[src/rtl/lphs_pkg.sv]
// types, constants and helpers of the linear probe hash set
// no dependencies
package lphs_pkg;

  localparam int SLOTS       = 26;
  localparam int SLOT_W      = 5;
  localparam int MAX_LETTERS = 10;
  localparam int LETTER_W    = 5;
  localparam int LETTERS_W   = 50;
  localparam int LEN_W       = 4;
  localparam int KEY_W       = LETTERS_W + LEN_W;
  localparam int WORD_W      = KEY_W + 2;

  typedef enum logic [1:0] {
    ST_NEVER    = 2'd0,
    ST_OCCUPIED = 2'd1,
    ST_TOMB     = 2'd2
  } status_t;

  typedef enum logic [2:0] {
    OUT_ADDED    = 3'd0,
    OUT_PRESENT  = 3'd1,
    OUT_DELETED  = 3'd2,
    OUT_NOTFOUND = 3'd3,
    OUT_FULL     = 3'd4
  } outcome_t;

  localparam logic ACT_ADD = 1'b0;
  localparam logic ACT_DEL = 1'b1;

  function automatic logic [SLOT_W-1:0] next_slot(input logic [SLOT_W-1:0] s);
    next_slot = (s == SLOT_W'(SLOTS - 1)) ? '0 : s + 1'b1;
  endfunction

endpackage

[src/rtl/lphs_ram.sv]
// generic simple dual-port ram, one write and one registered read port
// no dependencies
module lphs_ram #(
  parameter int WIDTH = 8,
  parameter int DEPTH = 32
) (
  input  logic                     clk,
  input  logic                     we,
  input  logic [$clog2(DEPTH)-1:0] waddr,
  input  logic [WIDTH-1:0]         wdata,
  input  logic                     re,
  input  logic [$clog2(DEPTH)-1:0] raddr,
  output logic [WIDTH-1:0]         rdata
);

  logic [WIDTH-1:0] mem [DEPTH];

  always_ff @(posedge clk) begin
    if (we) begin
      mem[waddr] <= wdata;
    end
    if (re) begin
      rdata <= mem[raddr];
    end
  end

endmodule

[src/rtl/linear_probe_hash_set_top.sv]
// Linear-probing hash set of up to 26 short lowercase keys. Each transfer on the
// input carries a key and an add or delete action and yields one result transfer
// with the outcome and the slot involved. An item is handled in steps: the key is
// taken, the probe runs from the home slot up to all 26 slots with one slot memory
// read per cycle through the registered read port, and the result is written back
// and posted. Slot status is cleared at reset through per-slot valid flops, so the
// block is ready in the cycle after reset. The result register lets the next item
// be taken while a result still waits.
// depends on lphs_pkg and lphs_ram
module linear_probe_hash_set_top (
  input  logic                            clk,
  input  logic                            rst,
  input  logic                            in_valid,
  output logic                            in_stall,
  input  logic                            action,
  input  logic [lphs_pkg::LETTERS_W-1:0]  key_letters,
  input  logic [lphs_pkg::LEN_W-1:0]      key_length,
  output logic                            out_valid,
  input  logic                            out_stall,
  output logic [2:0]                      outcome,
  output logic [lphs_pkg::SLOT_W-1:0]     slot_index
);

  typedef enum logic [1:0] {
    S_IDLE,
    S_PROBE,
    S_EMIT
  } state_t;

  state_t                              state;
  logic                                act;
  logic [lphs_pkg::LETTERS_W-1:0]      letters;
  logic [lphs_pkg::LEN_W-1:0]          len;
  logic [lphs_pkg::SLOT_W-1:0]         iss_slot;
  logic [lphs_pkg::SLOT_W-1:0]         iss_cnt;
  logic [lphs_pkg::SLOT_W-1:0]         chk_slot;
  logic [lphs_pkg::SLOT_W-1:0]         chk_cnt;
  logic                                chk_live;
  logic                                found_free;
  logic [lphs_pkg::SLOT_W-1:0]         free_slot;
  logic [lphs_pkg::SLOTS-1:0]          slot_valid;
  lphs_pkg::outcome_t                  res_outcome;
  logic [lphs_pkg::SLOT_W-1:0]         res_slot;
  logic                                wr_pending;
  lphs_pkg::status_t                   wr_status;

  logic [lphs_pkg::LETTERS_W-1:0]      letters_next;
  logic [lphs_pkg::LEN_W-1:0]          len_next;
  logic [lphs_pkg::LETTER_W-1:0]       code;
  logic [lphs_pkg::SLOT_W-1:0]         home;
  logic                                rd_en;
  logic                                ram_we;
  logic [lphs_pkg::WORD_W-1:0]         ram_wdata;
  logic [lphs_pkg::WORD_W-1:0]         ram_rdata;
  lphs_pkg::status_t                   cur_status;
  logic                                cur_match;
  logic                                cur_free;
  logic                                eff_found;
  logic [lphs_pkg::SLOT_W-1:0]         eff_slot;
  logic                                in_fire;
  logic                                emit_go;

  // key normalization: clamp length, mask letters, pick home slot
  always_comb begin
    if (key_length == '0) begin
      len_next = lphs_pkg::LEN_W'(1);
    end else if (key_length > lphs_pkg::LEN_W'(lphs_pkg::MAX_LETTERS)) begin
      len_next = lphs_pkg::LEN_W'(lphs_pkg::MAX_LETTERS);
    end else begin
      len_next = key_length;
    end
    letters_next = '0;
    code         = '0;
    for (int i = 0; i < lphs_pkg::MAX_LETTERS; i++) begin
      if (lphs_pkg::LEN_W'(i) < len_next) begin
        letters_next[i*lphs_pkg::LETTER_W +: lphs_pkg::LETTER_W] =
          key_letters[i*lphs_pkg::LETTER_W +: lphs_pkg::LETTER_W];
      end
      if (lphs_pkg::LEN_W'(i) == len_next - 1'b1) begin
        code = key_letters[i*lphs_pkg::LETTER_W +: lphs_pkg::LETTER_W];
      end
    end
    home = (code >= lphs_pkg::LETTER_W'(lphs_pkg::SLOTS)) ?
           lphs_pkg::SLOT_W'(code - lphs_pkg::LETTER_W'(lphs_pkg::SLOTS)) :
           lphs_pkg::SLOT_W'(code);
  end

  assign in_stall = (state != S_IDLE);
  assign in_fire  = in_valid && !in_stall;
  assign rd_en    = (state == S_PROBE) && (iss_cnt != lphs_pkg::SLOT_W'(lphs_pkg::SLOTS));
  assign emit_go  = (state == S_EMIT) && (!out_valid || !out_stall);
  assign ram_we   = emit_go && wr_pending;
  assign ram_wdata = {wr_status, len, letters};

  // examine the slot whose read data arrives this cycle
  always_comb begin
    cur_status = slot_valid[chk_slot] ?
                 lphs_pkg::status_t'(ram_rdata[lphs_pkg::WORD_W-1 -: 2]) :
                 lphs_pkg::ST_NEVER;
    cur_match  = (cur_status == lphs_pkg::ST_OCCUPIED) &&
                 (ram_rdata[lphs_pkg::KEY_W-1:0] == {len, letters});
    cur_free   = (cur_status != lphs_pkg::ST_OCCUPIED);
    eff_found  = found_free || cur_free;
    eff_slot   = found_free ? free_slot : chk_slot;
  end

  lphs_ram #(
    .WIDTH (lphs_pkg::WORD_W),
    .DEPTH (lphs_pkg::SLOTS)
  ) u_slot_ram (
    .clk   (clk),
    .we    (ram_we),
    .waddr (res_slot),
    .wdata (ram_wdata),
    .re    (rd_en),
    .raddr (iss_slot),
    .rdata (ram_rdata)
  );

  always_ff @(posedge clk) begin
    if (rst) begin
      state      <= S_IDLE;
      out_valid  <= 1'b0;
      slot_valid <= '0;
      chk_live   <= 1'b0;
      wr_pending <= 1'b0;
    end else begin
      if (out_valid && !out_stall) begin
        out_valid <= 1'b0;
      end
      case (state)
        S_IDLE: begin
          if (in_fire) begin
            act        <= action;
            letters    <= letters_next;
            len        <= len_next;
            iss_slot   <= home;
            iss_cnt    <= '0;
            chk_cnt    <= '0;
            chk_live   <= 1'b0;
            found_free <= 1'b0;
            state      <= S_PROBE;
          end
        end
        S_PROBE: begin
          chk_live <= rd_en;
          chk_slot <= iss_slot;
          if (rd_en) begin
            iss_slot <= lphs_pkg::next_slot(iss_slot);
            iss_cnt  <= iss_cnt + 1'b1;
          end
          if (chk_live) begin
            chk_cnt <= chk_cnt + 1'b1;
            if (!found_free && cur_free) begin
              found_free <= 1'b1;
              free_slot  <= chk_slot;
            end
            if (cur_match || cur_status == lphs_pkg::ST_NEVER ||
                chk_cnt == lphs_pkg::SLOT_W'(lphs_pkg::SLOTS - 1)) begin
              state    <= S_EMIT;
              chk_live <= 1'b0;
              if (act == lphs_pkg::ACT_ADD) begin
                if (cur_match) begin
                  res_outcome <= lphs_pkg::OUT_PRESENT;
                  res_slot    <= chk_slot;
                  wr_pending  <= 1'b0;
                end else if (eff_found) begin
                  res_outcome <= lphs_pkg::OUT_ADDED;
                  res_slot    <= eff_slot;
                  wr_pending  <= 1'b1;
                  wr_status   <= lphs_pkg::ST_OCCUPIED;
                end else begin
                  res_outcome <= lphs_pkg::OUT_FULL;
                  res_slot    <= '0;
                  wr_pending  <= 1'b0;
                end
              end else begin
                if (cur_match) begin
                  res_outcome <= lphs_pkg::OUT_DELETED;
                  res_slot    <= chk_slot;
                  wr_pending  <= 1'b1;
                  wr_status   <= lphs_pkg::ST_TOMB;
                end else begin
                  res_outcome <= lphs_pkg::OUT_NOTFOUND;
                  res_slot    <= '0;
                  wr_pending  <= 1'b0;
                end
              end
            end
          end
        end
        S_EMIT: begin
          if (emit_go) begin
            out_valid  <= 1'b1;
            outcome    <= res_outcome;
            slot_index <= res_slot;
            wr_pending <= 1'b0;
            if (wr_pending) begin
              slot_valid[res_slot] <= 1'b1;
            end
            state <= S_IDLE;
          end
        end
        default: begin
          state <= S_IDLE;
        end
      endcase
    end
  end

endmodule

[config.mk]
export PLATFORM = sky130hd
export DESIGN_NAME = linear_probe_hash_set_top
export DESIGN_NICKNAME = d
export VERILOG_FILES = /design/src/rtl/lphs_pkg.sv /design/src/rtl/lphs_ram.sv /design/src/rtl/linear_probe_hash_set_top.sv
export SDC_FILE = /design/constraint.sdc
export NUM_CORES = 2
export LEC_CHECK = 0
export BUFFER_PORTS_ARGS = -buffer_cell sky130_fd_sc_hd__buf_2
export CORE_MARGIN = 5
export CORE_UTILIZATION = 45
export DETAILED_ROUTE_END_ITERATION = 10
export PLACE_DENSITY = 0.62
export SETUP_SLACK_MARGIN = 0.3
export SYNTH_ARGS = -nofsm -noshare
export SYNTH_HDL_FRONTEND = slang
export SYNTH_HIERARCHICAL = 1
export SYNTH_SLANG_ARGS = --single-unit
[constraint.sdc]
create_clock -name clk -period 11.9 [get_ports clk]
set_clock_uncertainty 0.1 [all_clocks]
set_input_delay 2.38 -clock clk [delete_from_list [all_inputs] [get_ports clk]]
set_output_delay 2.38 -clock clk [all_outputs]
set_load 0.02 [all_outputs]
==> run metrics <==
final standard cell count with taps included and fillers excluded 5158; number of core rows 137; mean area per synthesized cell 21.1 sq um; syn nets 3083; gr ovfl total 0; H-Tree Level Count 4; number of standard cells after synthesis 3015; maximum fanout along the worst path 30; worst hold slack after final layout 324 ps; Min-Delay Endpoint outcome[0]; utilization of the core after routing 0.510; dominant cell by count in the synthesized netlist edfxtp_1; switch share 0.219; area fraction of the dominant cell type after synthesis 0.762; total negative slack 0 ps; Pint 9.55 mW; total of flip-flops plus latches after synthesis 1642; routability congestion estimate 0.861; router iterations before antenna repair 5; maximum vdd ir drop 0.000144 V; antenna-violating nets left 0; antenna violations before repair 6; cells resized by post-CTS repair 0; origin of the worst setup path out_stall; Worst Reg2Reg Path Length in Cells 7; final worst setup slack 6780 ps; nature of the critical path startpoint primary input; max_slew headroom 0.0516; Worst R2R Setup Slack 7800 ps; post-DR wirelength/cell 29.8 um; CP Class primary input to flip-flop; clock slew seen by the registers of the worst setup and hold paths 60 ps; worst-skew pair later-pin latency 790 ps; Die Span X 386 um; detailed-placement wirelength estimate 84.8 mm; die area 0.149 sq mm; Synthesis Warnings 6; total of buffers placed on input and output ports 68; worst hold-check path type flip-flop to flip-flop; CTS tree built; pin count of the biggest net entering global routing 136; post-cts hold buffer count 0; DRC 0; result of the run finished clean; asr flop ratio synth 0; start of the worst register-to-register path letters[37]; number of buffers created by CTS 161; number of global-route vias before repair 31500; hold path startpoint res_outcome[0]; dominant cells by area after synthesis edfxtp_1, mux4_2, a22oi_1, mux2i_1, mux2_2; number of flops mapped to enable cells by yosys 1611; height of the chip 386 um; leakage component of the power 22.2 nW; setup repair after global routing missed its margin no; count of final hold-check violations 0; Clock Power Share 0.400; Hold Path Stages 0; fraction of final layout cells sized beyond drive strength 1 0.246; power density of the placed cells 172 mW/mm^2; combinational cell fraction of total power 0.069; most used flip-flop cell after synthesis edfxtp_1; share of the clock period used by the worst path after layout 0.430; Setup-failing EPs final 0; time the final worst path needs with I/O delays and setup 5120 ps; clk sinks 1642; Placement Setup Slack 6010 ps; final layout net count 3225; distinct cell type count after synthesis 69; effective utilization at floorplan 0.454; global router's overall resource usage 0.208; Reg-to-Reg End wr_status[1]; CP Data Arrival Time 5420 ps; CP endpoint kind flip-flop; Placed Instances 4870; wire length of the first global-routing pass 222 mm; transition time at the pin with the least slew margin 1420 ps; I/O pin count 69; Max Clk Rate 195 MHz; netlist area before placement 0.0635 sq mm; most numerous cell types in the synthesized netlist edfxtp_1, mux4_2, a22oi_1; Data required, critical path 12210 ps; total setup buffers inserted after CTS 0; library cell with the largest summed area after synthesis edfxtp_1; floorplan core area 0.140 sq mm; Net Switching 2.68 mW; reported max-cap violation count 0; vias after detailed routing 31000; portion of the post-synthesis area used by sequential elements 0.772; maximum buffer depth of the clock tree 3; Reg power frac 0.531; drt initial violations 3443; Detailed Route WL 154 mm; growth of design area from synthesis to finish 12.3%; max-slew violation total from the final report 0; Root Buffer clkbuf_16; average via count per standard cell 6.02; count of fill cells added during filler insertion 10900
## routing by layer
metal,vias to the layer above,GRT usage,routed length (um)
li1,12900,-,-
met4,2,0.0520,3180
met3,194,0.0498,13800
met5,-,0,9
met2,1316,0.331,73600
met1,16700,0.295,63300
## final cells by class
type                       instances  area, sq um  area share
inverter                          17         63.8    0.000895
tap                             1876         2350      0.0329
clock buffer                     188         4170      0.0585
antenna                            1         2.50   0.0000351
timing repair buffer             144          973      0.0137
clock inverter                    99          881      0.0124
multi-input combinational       1191        13800       0.194
sequential                      1642        49000       0.687
## per-stage QoR
step                power [mW]  area [sq um]
floorplan                 7.16         63500
global placement          7.45         66200
detailed placement        7.46         66200
CTS                       12.3         71300
global route              12.6         71300
finish                    12.2         71300
## registers in the layout (all words and copies together), names as in the netlist
signal,cells
u_slot_ram/mem,1456
res_outcome,3
slot_valid,26
u_slot_ram/rdata,56
letters,50
slot_index,5
iss_slot,5
wr_status,2
free_slot,5
state,2
out_valid,1
chk_slot,5
wr_pending,1
chk_live,1
found_free,1
act,1
res_slot,5
len,4
iss_cnt,5
chk_cnt,5
outcome,3
## worst max path at each step
stage | slack, ps | endpoint | depth (start not counted)
2_1_floorplan | 5760 | u_slot_ram/mem[20][0] | 6
3_3_place_gp | 6050 | u_slot_ram/mem[6][38] | 7
3_5_place_dp | 6010 | u_slot_ram/mem[6][45] | 7
4_1_cts | 6860 | u_slot_ram/mem[6][31] | 7
5_1_grt | 6700 | u_slot_ram/mem[6][35] | 7
6_report | 6780 | u_slot_ram/mem[6][35] | 7
## cells by family after synthesis
family,share of synthesized area
XOR/XNOR,0.00869
AND/OR/NAND/NOR,0.0303
flip-flops,0.772
adder cells (fa/ha/maj),0.00177
multiplexers,0.142
buffers and inverters,0.0139
AO/OA/AOI/OAI,0.0312
## power groups by stage
stage          clock, mW  combinational (mW)  sequential, mW
2_1_floorplan          0               0.560            6.60
3_3_place_gp           0               0.838            6.61
3_5_place_dp           0               0.846            6.62
4_1_cts             4.98               0.851            6.50
5_1_grt             5.24               0.898            6.50
6_report            4.89               0.845            6.49
## critical path: stages
cell      delay [ps]
buf_2            110
nand2_1           90
nand3_1          140
inv_1            180
nand3b_1         510
nor2_4          1280
buf_4            660
## cell usage in the layout (no fill, tap or decap), types with 29 or more instances in the layout
| master | synthesis | routed |
|---|---|---|
| a22oi_1 | 113 | 113 |
| buf_2 | 32 | 68 |
| edfxtp_1 | 1611 | 1611 |
| clkinv_1 | 1 | 43 |
| nor2b_1 | 32 | 32 |
| mux2i_1 | 66 | 66 |
| mux4_2 | 340 | 340 |
| nor2_1 | 100 | 72 |
| nor2_4 | 1 | 29 |
| xnor2_1 | 57 | 57 |
| clkbuf_16 | 0 | 163 |
| a21oi_1 | 41 | 41 |
| nand2_1 | 73 | 73 |
| mux2_2 | 57 | 57 |
| dfxtp_1 | 31 | 31 |
| nand3_1 | 72 | 72 |
| o211ai_1 | 64 | 64 |
| buf_4 | 20 | 71 |
No activity file was read; power rests on OpenSTA's default activity.
